## src/hdl/mwm_pkg.sv

```systemverilog
// Shared types and constants for the mecanum wheel mixer.
package mwm_pkg;

    localparam int CMD_W       = 16;
    localparam int SPEED_W     = 8;
    localparam int DUTY_W      = 8;
    localparam int MIX_W       = CMD_W + 2;
    localparam int AM_W        = CMD_W + 1;
    localparam int NUM_W       = AM_W + SPEED_W;
    localparam int NWHEEL      = 4;
    localparam int DIV_BITS    = 2;
    localparam int DIV_STAGES  = DUTY_W / DIV_BITS;

    localparam int WHEEL_FR = 0;
    localparam int WHEEL_FL = 1;
    localparam int WHEEL_RR = 2;
    localparam int WHEEL_RL = 3;

    localparam logic [SPEED_W-1:0] SPEED_RESET = 8'd255;

    typedef struct packed {
        logic signed [CMD_W-1:0] drive_cmd;
        logic signed [CMD_W-1:0] turn_cmd;
        logic signed [CMD_W-1:0] strafe_cmd;
    } t_cmd_in;

    typedef struct packed {
        logic [DUTY_W-1:0] duty_front_right;
        logic [DUTY_W-1:0] duty_front_left;
        logic [DUTY_W-1:0] duty_rear_right;
        logic [DUTY_W-1:0] duty_rear_left;
        logic              dir_front_right;
        logic              dir_front_left;
        logic              dir_rear_right;
        logic              dir_rear_left;
    } t_mix_out;

endpackage

```

## src/hdl/mwm_divider.sv

```systemverilog
// Pipelined restoring divider, two quotient bits per stage, quotient below 2**DUTY_W.
module mwm_divider (
    input  logic                       i_clk,
    input  logic [mwm_pkg::NUM_W-1:0]  i_num,
    input  logic [mwm_pkg::AM_W-1:0]   i_den,
    output logic [mwm_pkg::DUTY_W-1:0] o_quo
);
    import mwm_pkg::*;

    logic [NUM_W-1:0]  r_rem [DIV_STAGES];
    logic [AM_W-1:0]   r_den [DIV_STAGES];
    logic [DUTY_W-1:0] r_quo [DIV_STAGES];

    for (genvar k = 0; k < DIV_STAGES; k++) begin : g_stage
        localparam int B_HI = DUTY_W - 1 - DIV_BITS * k;
        localparam int B_LO = B_HI - 1;

        logic [NUM_W-1:0]  rem_in;
        logic [AM_W-1:0]   den_in;
        logic [DUTY_W-1:0] quo_in;
        logic [NUM_W-1:0]  sub_hi;
        logic [NUM_W-1:0]  sub_lo;
        logic [NUM_W-1:0]  rem_mid;
        logic [NUM_W-1:0]  n_rem;
        logic [DUTY_W-1:0] n_quo;

        if (k == 0) begin : g_first
            assign rem_in = i_num;
            assign den_in = i_den;
            assign quo_in = '0;
        end else begin : g_next
            assign rem_in = r_rem[k-1];
            assign den_in = r_den[k-1];
            assign quo_in = r_quo[k-1];
        end

        always_comb begin
            sub_hi = NUM_W'(den_in) << B_HI;
            sub_lo = NUM_W'(den_in) << B_LO;
            n_quo  = quo_in;
            if (rem_in >= sub_hi) begin
                rem_mid     = rem_in - sub_hi;
                n_quo[B_HI] = 1'b1;
            end else begin
                rem_mid = rem_in;
            end
            if (rem_mid >= sub_lo) begin
                n_rem       = rem_mid - sub_lo;
                n_quo[B_LO] = 1'b1;
            end else begin
                n_rem = rem_mid;
            end
        end

        always_ff @(posedge i_clk) begin
            r_rem[k] <= n_rem;
            r_den[k] <= den_in;
            r_quo[k] <= n_quo;
        end
    end

    assign o_quo = r_quo[DIV_STAGES-1];

endmodule

```

## src/hdl/mecanum_wheel_mixer_top.sv

```systemverilog
// Mecanum wheel mixer: mixes drive, turn and strafe into four wheel duties and directions.
// Pipeline: a command taken with start runs through three front stages, four divider stages
// and an output register, and its result appears with o_strobe high.
// Throughput: one command per cycle, busy stays low; the normalising divider is fully pipelined.
// Reset (synchronous, active low) empties the pipeline and sets max_speed to 255.
module mecanum_wheel_mixer_top #(
    parameter int COMMAND_FRAC_BITS = 14
) (
    input  logic                         i_clk,
    input  logic                         i_rst_n,
    input  logic                         start,
    output logic                         busy,
    input  mwm_pkg::t_cmd_in             i_cmd,
    output logic                         o_strobe,
    output mwm_pkg::t_mix_out            o_result,
    input  logic                         i_cfg_valid,
    output logic                         o_cfg_ready,
    input  logic [mwm_pkg::SPEED_W-1:0]  i_cfg_data
);
    import mwm_pkg::*;

    localparam int CMP_W = (COMMAND_FRAC_BITS + 2 > AM_W) ? COMMAND_FRAC_BITS + 2 : AM_W;
    localparam logic [CMP_W-1:0] UNIT = CMP_W'(1) << COMMAND_FRAC_BITS;

    logic [SPEED_W-1:0] r_max_speed;

    // stage A: mixes
    logic                    r_a_vld;
    logic signed [MIX_W-1:0] r_a_mix [NWHEEL];
    logic [SPEED_W-1:0]      r_a_ms;
    // stage B: magnitudes and directions
    logic                    r_b_vld;
    logic [AM_W-1:0]         r_b_am [NWHEEL];
    logic [NWHEEL-1:0]       r_b_dir;
    logic [SPEED_W-1:0]      r_b_ms;
    // stage C: products, largest magnitude, rescale flag
    logic                    r_c_vld;
    logic [NUM_W-1:0]        r_c_prod [NWHEEL];
    logic [AM_W-1:0]         r_c_big;
    logic                    r_c_scale;
    logic [NWHEEL-1:0]       r_c_dir;
    // side band alongside the divider
    logic                    r_d_vld   [DIV_STAGES];
    logic                    r_d_scale [DIV_STAGES];
    logic [NWHEEL-1:0]       r_d_dir   [DIV_STAGES];
    logic [DUTY_W-1:0]       r_d_nr    [DIV_STAGES][NWHEEL];
    // output register
    logic                    r_o_vld;
    t_mix_out                r_o;

    logic                    accept;
    logic signed [MIX_W-1:0] d_x, t_x, s_x;
    logic signed [MIX_W-1:0] n_mix [NWHEEL];
    logic [AM_W-1:0]         n_am [NWHEEL];
    logic [NWHEEL-1:0]       n_dir;
    logic [AM_W-1:0]         big_lo, big_hi, n_big;
    logic [DUTY_W-1:0]       quo [NWHEEL];
    logic [DUTY_W-1:0]       n_duty [NWHEEL];
    t_mix_out                n_o;

    assign busy        = 1'b0;
    assign o_cfg_ready = 1'b1;
    assign accept      = start && !busy;

    always_ff @(posedge i_clk) begin
        if (!i_rst_n) begin
            r_max_speed <= SPEED_RESET;
        end else if (i_cfg_valid && o_cfg_ready) begin
            r_max_speed <= i_cfg_data;
        end
    end

    always_comb begin
        d_x = MIX_W'(i_cmd.drive_cmd);
        t_x = MIX_W'(i_cmd.turn_cmd);
        s_x = MIX_W'(i_cmd.strafe_cmd);
        n_mix[WHEEL_FR] = d_x + t_x + s_x;
        n_mix[WHEEL_FL] = d_x - t_x - s_x;
        n_mix[WHEEL_RR] = d_x + t_x - s_x;
        n_mix[WHEEL_RL] = d_x - t_x + s_x;
    end

    always_comb begin
        for (int i = 0; i < NWHEEL; i++) begin
            n_am[i]  = r_a_mix[i][MIX_W-1] ? AM_W'(-r_a_mix[i]) : AM_W'(r_a_mix[i]);
            n_dir[i] = (r_a_mix[i] > 0) && (r_a_ms != '0);
        end
        // left wheels run mirrored
        n_dir[WHEEL_FL] = !n_dir[WHEEL_FL];
        n_dir[WHEEL_RL] = !n_dir[WHEEL_RL];
    end

    always_comb begin
        big_lo = (r_b_am[0] > r_b_am[1]) ? r_b_am[0] : r_b_am[1];
        big_hi = (r_b_am[2] > r_b_am[3]) ? r_b_am[2] : r_b_am[3];
        n_big  = (big_lo > big_hi) ? big_lo : big_hi;
    end

    always_ff @(posedge i_clk) begin
        if (!i_rst_n) begin
            r_a_vld <= 1'b0;
            r_b_vld <= 1'b0;
            r_c_vld <= 1'b0;
            for (int k = 0; k < DIV_STAGES; k++) begin
                r_d_vld[k] <= 1'b0;
            end
            r_o_vld <= 1'b0;
        end else begin
            r_a_vld    <= accept;
            r_b_vld    <= r_a_vld;
            r_c_vld    <= r_b_vld;
            r_d_vld[0] <= r_c_vld;
            for (int k = 1; k < DIV_STAGES; k++) begin
                r_d_vld[k] <= r_d_vld[k-1];
            end
            r_o_vld <= r_d_vld[DIV_STAGES-1];
        end
    end

    always_ff @(posedge i_clk) begin
        r_a_mix <= n_mix;
        r_a_ms  <= r_max_speed;

        r_b_am  <= n_am;
        r_b_dir <= n_dir;
        r_b_ms  <= r_a_ms;

        for (int i = 0; i < NWHEEL; i++) begin
            r_c_prod[i] <= NUM_W'(r_b_am[i]) * NUM_W'(r_b_ms);
        end
        r_c_big   <= n_big;
        // rescale when some wheel would pass max_speed, i.e. largest mix above one
        r_c_scale <= (r_b_ms != '0) && (CMP_W'(n_big) > UNIT);
        r_c_dir   <= r_b_dir;

        r_d_scale[0] <= r_c_scale;
        r_d_dir[0]   <= r_c_dir;
        for (int i = 0; i < NWHEEL; i++) begin
            r_d_nr[0][i] <= DUTY_W'(r_c_prod[i] >> COMMAND_FRAC_BITS);
        end
        for (int k = 1; k < DIV_STAGES; k++) begin
            r_d_scale[k] <= r_d_scale[k-1];
            r_d_dir[k]   <= r_d_dir[k-1];
            r_d_nr[k]    <= r_d_nr[k-1];
        end

        r_o <= n_o;
    end

    for (genvar w = 0; w < NWHEEL; w++) begin : g_div
        mwm_divider u_div (
            .i_clk (i_clk),
            .i_num (r_c_prod[w]),
            .i_den (r_c_big),
            .o_quo (quo[w])
        );
    end

    always_comb begin
        for (int i = 0; i < NWHEEL; i++) begin
            n_duty[i] = r_d_scale[DIV_STAGES-1] ? quo[i] : r_d_nr[DIV_STAGES-1][i];
        end
        n_o.duty_front_right = n_duty[WHEEL_FR];
        n_o.duty_front_left  = n_duty[WHEEL_FL];
        n_o.duty_rear_right  = n_duty[WHEEL_RR];
        n_o.duty_rear_left   = n_duty[WHEEL_RL];
        n_o.dir_front_right  = r_d_dir[DIV_STAGES-1][WHEEL_FR];
        n_o.dir_front_left   = r_d_dir[DIV_STAGES-1][WHEEL_FL];
        n_o.dir_rear_right   = r_d_dir[DIV_STAGES-1][WHEEL_RR];
        n_o.dir_rear_left    = r_d_dir[DIV_STAGES-1][WHEEL_RL];
    end

    assign o_strobe = r_o_vld;
    assign o_result = r_o;

endmodule
```

## config.mk

```make
export PLATFORM = sky130hd
export DESIGN_NAME = mecanum_wheel_mixer_top
export DESIGN_NICKNAME = d
export VERILOG_FILES = /design/src/hdl/mwm_pkg.sv /design/src/hdl/mwm_divider.sv /design/src/hdl/mecanum_wheel_mixer_top.sv
export SDC_FILE = /design/constraint.sdc
export NUM_CORES = 2
export LEC_CHECK = 0
export BUFFER_PORTS_ARGS = -buffer_cell sky130_fd_sc_hd__buf_2
export CAP_MARGIN = 20
export CORE_ASPECT_RATIO = 0.9
export CORE_UTILIZATION = 30
export CTS_BUF_LIST = sky130_fd_sc_hd__clkbuf_8
export DETAILED_ROUTE_END_ITERATION = 10
export GPL_TIMING_DRIVEN = 0
export PLACE_DENSITY = 0.55
export SLEW_MARGIN = 25
export SYNTH_ARGS = -nofsm -noshare
export SYNTH_HDL_FRONTEND = slang
export SYNTH_SLANG_ARGS = --single-unit
```

## constraint.sdc

```tcl
create_clock -name i_clk -period 7.63 [get_ports i_clk]
set_input_delay 1.526 -clock i_clk [delete_from_list [all_inputs] [get_ports i_clk]]
set_output_delay 1.526 -clock i_clk [all_outputs]
set_load 0.02 [all_outputs]
```

# After elaboration in Yosys (flattened, before gate mapping)
# Memory sizes are Yosys's and may differ from the RTL's. A register that Yosys moved wholly into a read port is not among the register bits.
# Cells that the tools add are included.
classes:
  n_reduce_logical: 10
  n_mux: 81
  n_lt_le_gt_ge: 40
  mul: 4
  n_bitwise: 4
  n_addsub: 42
ops:
  columns: ["op", "n"]
  rows:
  - ["$mux 25", 32]
  - ["$mux 17", 7]
  - ["$ge 25x17->1", 4]
  - ["$ge 25x18->1", 4]
  - ["$ge 25x19->1", 4]
  - ["$ge 25x20->1", 4]
  - ["$ge 25x21->1", 4]
  - ["$ge 25x22->1", 4]
  - ["$ge 25x23->1", 4]
  - ["$ge 25x24->1", 4]
  - ["$mul 17x8->25", 4]
  - ["$sub 25x17->25", 4]
  - ["$sub 25x18->25", 4]
  - ["$sub 25x19->25", 4]
  - ["$sub 25x20->25", 4]
  - ["$sub 25x21->25", 4]
  - ["$sub 25x22->25", 4]
  - ["$sub 25x23->25", 4]
  - ["$sub 25x24->25", 4]
  - ["$gt 18x1->1 const B", 4]
  - ["$neg 17->17", 4]
  - ["$gt 17x17->1", 3]
  - ["$mux 1", 38]
  - ["$add 17x16->18", 2]
  - ["9 further kinds", 23]
word_totals:
  mem_count: 17
  mem_bits_rw: 1052
  word_cells: 220
  register_bits: 225
mem_list:
  columns: ["memory", "words", "word_bits", "read_ports", "rd_ports_with_merged_regs", "write_ports", "line", "source"]
  rows:
  - ["r_d_nr", 4, 32, 4, 0, 4, "mecanum_wheel_mixer_top.sv:46", "logic [DUTY_W-1:0] r_d_nr [DIV_STAGES][NWHEEL];"]
  - ["g_div[0].u_div.r_rem", 4, 25, 3, 0, 4, "mwm_divider.sv:10", "logic [NUM_W-1:0] r_rem [DIV_STAGES];"]
  - ["g_div[1].u_div.r_rem", 4, 25, 3, 0, 4, "mwm_divider.sv:10", null]
  - ["g_div[2].u_div.r_rem", 4, 25, 3, 0, 4, "mwm_divider.sv:10", null]
  - ["g_div[3].u_div.r_rem", 4, 25, 3, 0, 4, "mwm_divider.sv:10", null]
  - ["r_c_prod", 4, 25, 4, 0, 4, "mecanum_wheel_mixer_top.sv:38", "logic [NUM_W-1:0] r_c_prod [NWHEEL];"]
  - ["11 more memories", null, null, null, null, null, null, null]

# Longest topological paths before layout
logic_depth:
  ltp_word: 6
  ltp_mapped: 30

# By module
# Synthesis repeated with hierarchy kept, for this count alone.
unflattened:
  cells_unflattened: 8886
  area_unflattened_um2: 78733.0
modules_own_cells:
  columns: ["mod", "area_each_um2", "cells_per_inst", "n_inst"]
  rows:
  - ["mecanum_wheel_mixer_top", 34289.1, 3610, 1]
  - ["mwm_divider (g_div[1].u_div ...)", 11148.2, 1323, 2]
  - ["mwm_divider (g_div[0].u_div)", 11118.2, 1320, 1]
  - ["mwm_divider (g_div[3].u_div)", 11029.3, 1310, 1]

# Least setup slack after synthesis
# OpenSTA, ideal clock, no wires.
synth_timing:
  kind: "register to register"
  start: "memory g_div[1].u_div.r_den[0][1] (netlist name)"
  end: "memory g_div[3].u_div.r_rem[1][5] (netlist name)"
  path_slack_ns: 1.441
  stages_incl_launch_ff: 23
  arrival_time_ns: 6.117
  setup_time_ns: 0.072
  required_ns: 7.558
  period_less_slack_ns: 6.189
  cell_sequence: "dfxtp_1 -> inv_1 -> fa_1 -> a21o_1 -> a221o_1 -> a41oi_2 -> a211oi_1 -> nor3_2 -> clkbuf_1 -> buf_1 -> nand2_1 -> o21ai_0 -> ha_1 -> a21oi_1 -> a21oi_1 -> o21a_1 -> or3_1 -> o311ai_0 -> a21oi_1 -> or2_1 -> nor4_4 -> buf_2 -> mux2i_1"
synth_lines:
  columns: ["element", "line", "source"]
  rows:
  - ["start, declared", "mwm_divider.sv:11", "logic [AM_W-1:0] r_den [DIV_STAGES];"]
  - ["end, declared", "mwm_divider.sv:10", null]

==> impl_metrics.tcl <==
set metrics [dict create \
    yosysUniqueCellTypes 97 \
    die_w_um 522 \
    ios 99 \
    setup-tns-final_ns 0 \
    grt.total_usage_pct 17.7 \
    cp_slowest_cell "clkbuf_1" \
    rsz0062_at_grt "no" \
    relSlewSlack_pct 26.5 \
    wirelength_um 223000 \
    synth_top_family_by_area "adder cells" \
    hold_viol 0 \
    status "finished, final reports clean" \
    dieArea_um2 246000 \
    final_cells 11900 \
    initialDrtViolationCount 4274 \
    synth-async-reset-ratio_pct 0 \
    reg2reg_depth 20 \
    synth_xor_area_share_pct 7.19 \
    setup_viol 0 \
    crit_chain "clkbuf_1 -> clkbuf_1 -> nand2_1 -> fa_1 -> fa_1 -> inv_1 -> fa_1 -> inv_1 -> fa_1 -> inv_1 -> ha_1 -> a21boi_0 -> o21ai_0 -> a21boi_0 -> o21ai_0 -> a21oi_1 -> a41o_1 -> nor4_1 -> nor3_1 -> xor2_1" \
    clock_sinks 901 \
    cp.arrival_ns 8.00 \
    rows 171 \
    cp.required_ns 8.34 \
    whs_endpoint "r_d_nr[2][14]" \
    synthFlopType "dfxtp_1" \
    netlist_instances 8351 \
    critPathMaxFanout 10 \
    critical_path_class "reg2reg" \
    yosys_warnings 0 \
    worst_clock_skew_ns 0.132 \
    grt_pass1_wl_um 341000 \
    fmax_mhz 137 \
    critical_path.max_stage_delay_ns 0.89 \
    detail_route.first_pass.iterations 5 \
    syn_to_final_growth_pct 11.1 \
    antenna_found_initial 15 \
    initial_core_util_pct 30.2 \
    synth-adder-area-share_pct 25.8 \
    grt-ovfl-total 0 \
    finalCritPeriodShare_pct 95.5 \
    hold_buffers 0 \
    portBuffers 95 \
    cts-root-buf "clkbuf_8" \
    hold-path-cell-count 0 \
    critPathLaunchType "register" \
    ctsHtreeMaxLevel 4 \
    viasPerCell 5.00 \
    clk_latency_ns 0.98 \
    grt_max_degree 16 \
    synth_top_area_share_pct 24.7 \
    grt_pass1_vias 58400 \
    reg2reg_slack_ns 0.34 \
    die_h_um 470 \
    synthMuxAreaShare_pct 4.71 \
    gp_congestion 0.926 \
    endpoint_kind "register" \
    drv_slew 0 \
    core-area_um2 242000 \
    hp-class "reg2reg" \
    finalNetCount 9952 \
    cts_made_buffers 164 \
    drc 0 \
    yosys.area_share.simple_pct 16.0 \
    cts.clk_slew.worst_paths_ns 0.06 \
    worst_slew_pin_slew_ns 1.10 \
    final_util_pct 33.6 \
    r2r_start "r_b_ms[3]" \
    ant_nets 0 \
    syn_area_um2 73100 \
    synth_nets 9681 \
    synth_seq_area_share_pct 24.7 \
    clock_path_buffers 4 \
    crit_top_cell "fa_1" \
    vias 59800 \
    cts_tree "done" \
    hpwl_um 178000 \
    synth_edf_count 0 \
    timing.rr.end "r_c_prod[1][23]" \
    dpl.cell_count 11600 \
    synth_compound_area_share_pct 16.4 \
    ys_ff_latch 901 \
    filler_cell_count 25000 \
    drive_gt1_share_pct 8.35 \
    drv_cap 0 \
    hp-start "r_d_nr[1][14]" \
    wire_per_inst_um 18.7 \
    fin_crit_ns 7.29 \
    synth_top_cell_by_area "dfxtp_1" \
    synth_area_per_cell_um2 8.75 \
    yosys-top-cells-area "dfxtp_1 25%, ha_1 15%, fa_1 11%" \
]
what timing repair did:
item / in CTS / in global routing
buffers inserted: 11 / 3
pin swaps: 1 / 1
resized for setup: 8 / 18
endpoints found under the setup margin: 93 / 148
worst max-delay path: cells and delay by family, from the launching register on:
family	cells	cell delay, ns
buffers and inverters	5	1.76
xor gates and xnor gates	1	0.45
and+or+nand+nor	3	0.49
AOI/OAI and AO/OA	6	1.74
adders and majority gates	5	2.33
DFF	1	0.37
flip-flops by register name (all words and copies together) (netlist names), 17 cells and up:
register and count:
r_b_am 66, r_c_big 17, g_div.u_div.r_rem 294, r_d_nr 128, g_div.u_div.r_den 51, o_result 36, r_c_prod 98, g_div.u_div.r_quo 80
r_a_mix 70
stage by stage:
stage,worst slack (ns),hold WS [ns],cell area [um2]
after floorplan,1.44,0.310,73100
after global placement,-0.766,0.311,77600
final,0.342,0.213,81200
after CTS,0.0529,0.206,81200
after global routing,0.0218,0.219,81200
after detailed placement,-0.906,0.312,77600
area by class of cell:
cell class,instances,area [um2],area share [%]
tap,3200,4000,4.93
timing repair buffer,109,581,0.715
clock inverter,81,676,0.832
multi-input combinational,6457,51300,63.1
buffer,249,1000,1.23
clock buffer,205,2820,3.47
antenna,5,12.5,0.0154
sequential,901,18000,22.2
inverter,740,2790,3.43
layer usage:
metal,share of wire [%],GRT usage (%),vias up,routed length (um)
met5,0.0045,0,-,10
met4,4.1,6.83,2,9050
met3,5.3,2.39,395,11800
met2,42,27.2,1706,94300
met1,48,25.0,28200,108000
li1,-,-,29500,-
synth_stat cells (11+ instances only):
cell type and number:
o21bai_1 76, buf_2 22, nand3_1 120, and2_1 262
o41ai_1 22, fa_1 394, mux2_2 234, nor3_1 139
a221o_1 11, and4_1 13, a31oi_1 49, a31o_2 16
a21boi_0 33, nand2b_1 99, mux2i_1 78, buf_1 23
nor4_1 53, xnor2_1 445, or4_1 35, and3_1 49
inv_1 734, a2111oi_0 17, or2_2 35, o21a_1 106
nand2_1 747, o31a_1 26, nor2_1 522, a211oi_1 55
o31ai_1 55, nand4_1 108, ha_1 876, clkbuf_1 200
a41o_1 11, dfxtp_1 901, nor2b_1 113, xor2_1 155
nor3b_1 14, a211o_1 21, o211ai_1 29, a21oi_1 540
a21o_1 265, or3_1 56, o21ai_0 422
logic make-up (layout without fill, tap and decap cells):
| family | Yosys count | count (layout) |
|---|---|---|
| xor+xnor | 600 | 600 |
| simple gates | 2400 | 2400 |
| flops | 901 | 901 |
| buf+inv | 993 | 1384 |
| fa+ha+maj | 1270 | 1270 |
| mux | 314 | 314 |
| other cells | 2 | 7 |
| compound gates | 1871 | 1871 |
worst max-delay path by stage:
| stage | startpoint | to | slack (ns) |
|---|---|---|---|
| floorplan | g_div[1].u_div.r_den[0][1] | g_div[3].u_div.r_rem[1][5] | 1.44 |
| global placement | g_div[1].u_div.r_den[0][1] | g_div[3].u_div.r_rem[1][11] | -0.77 |
| detailed placement | g_div[1].u_div.r_den[0][1] | g_div[3].u_div.r_rem[1][9] | -0.91 |
| CTS | g_div[1].u_div.r_den[1][1] | g_div[0].u_div.r_rem[2][11] | 0.05 |
| global route | r_b_ms[2] | r_c_prod[1][23] | 0.02 |
| finish | r_b_ms[3] | r_c_prod[1][23] | 0.34 |
placed cells by master, fill, tap and decap left out, types with 49 or more instances in the layout:
| master | netlist | routed |
|---|---|---|
| buf_2 | 22 | 119 |
| nand2b_1 | 99 | 99 |
| clkbuf_8 | 0 | 205 |
| nand2_1 | 747 | 747 |
| nor2_1 | 522 | 522 |
| mux2i_1 | 78 | 78 |
| xor2_1 | 155 | 155 |
| nand4_1 | 108 | 108 |
| o21bai_1 | 76 | 76 |
| a21oi_1 | 540 | 540 |
| a211oi_1 | 55 | 55 |
| o31ai_1 | 55 | 55 |
| inv_1 | 734 | 761 |
| nor4_1 | 53 | 52 |
| ha_1 | 876 | 876 |
| a21o_1 | 265 | 265 |
| dfxtp_1 | 901 | 895 |
| mux2_2 | 234 | 234 |
| o21ai_0 | 422 | 418 |
| and2_1 | 262 | 262 |
| clkbuf_1 | 200 | 194 |
| nor3_1 | 139 | 139 |
| and3_1 | 49 | 49 |
| nand3_1 | 120 | 120 |
| nor2b_1 | 113 | 113 |
| or3_1 | 56 | 56 |
| o21a_1 | 106 | 106 |
| a31oi_1 | 49 | 49 |
| fa_1 | 394 | 394 |
| xnor2_1 | 445 | 445 |
Power is left out: the tool's default activity adds up to more than one toggle a clock period on the data nets, which glitch-free logic cannot reach.
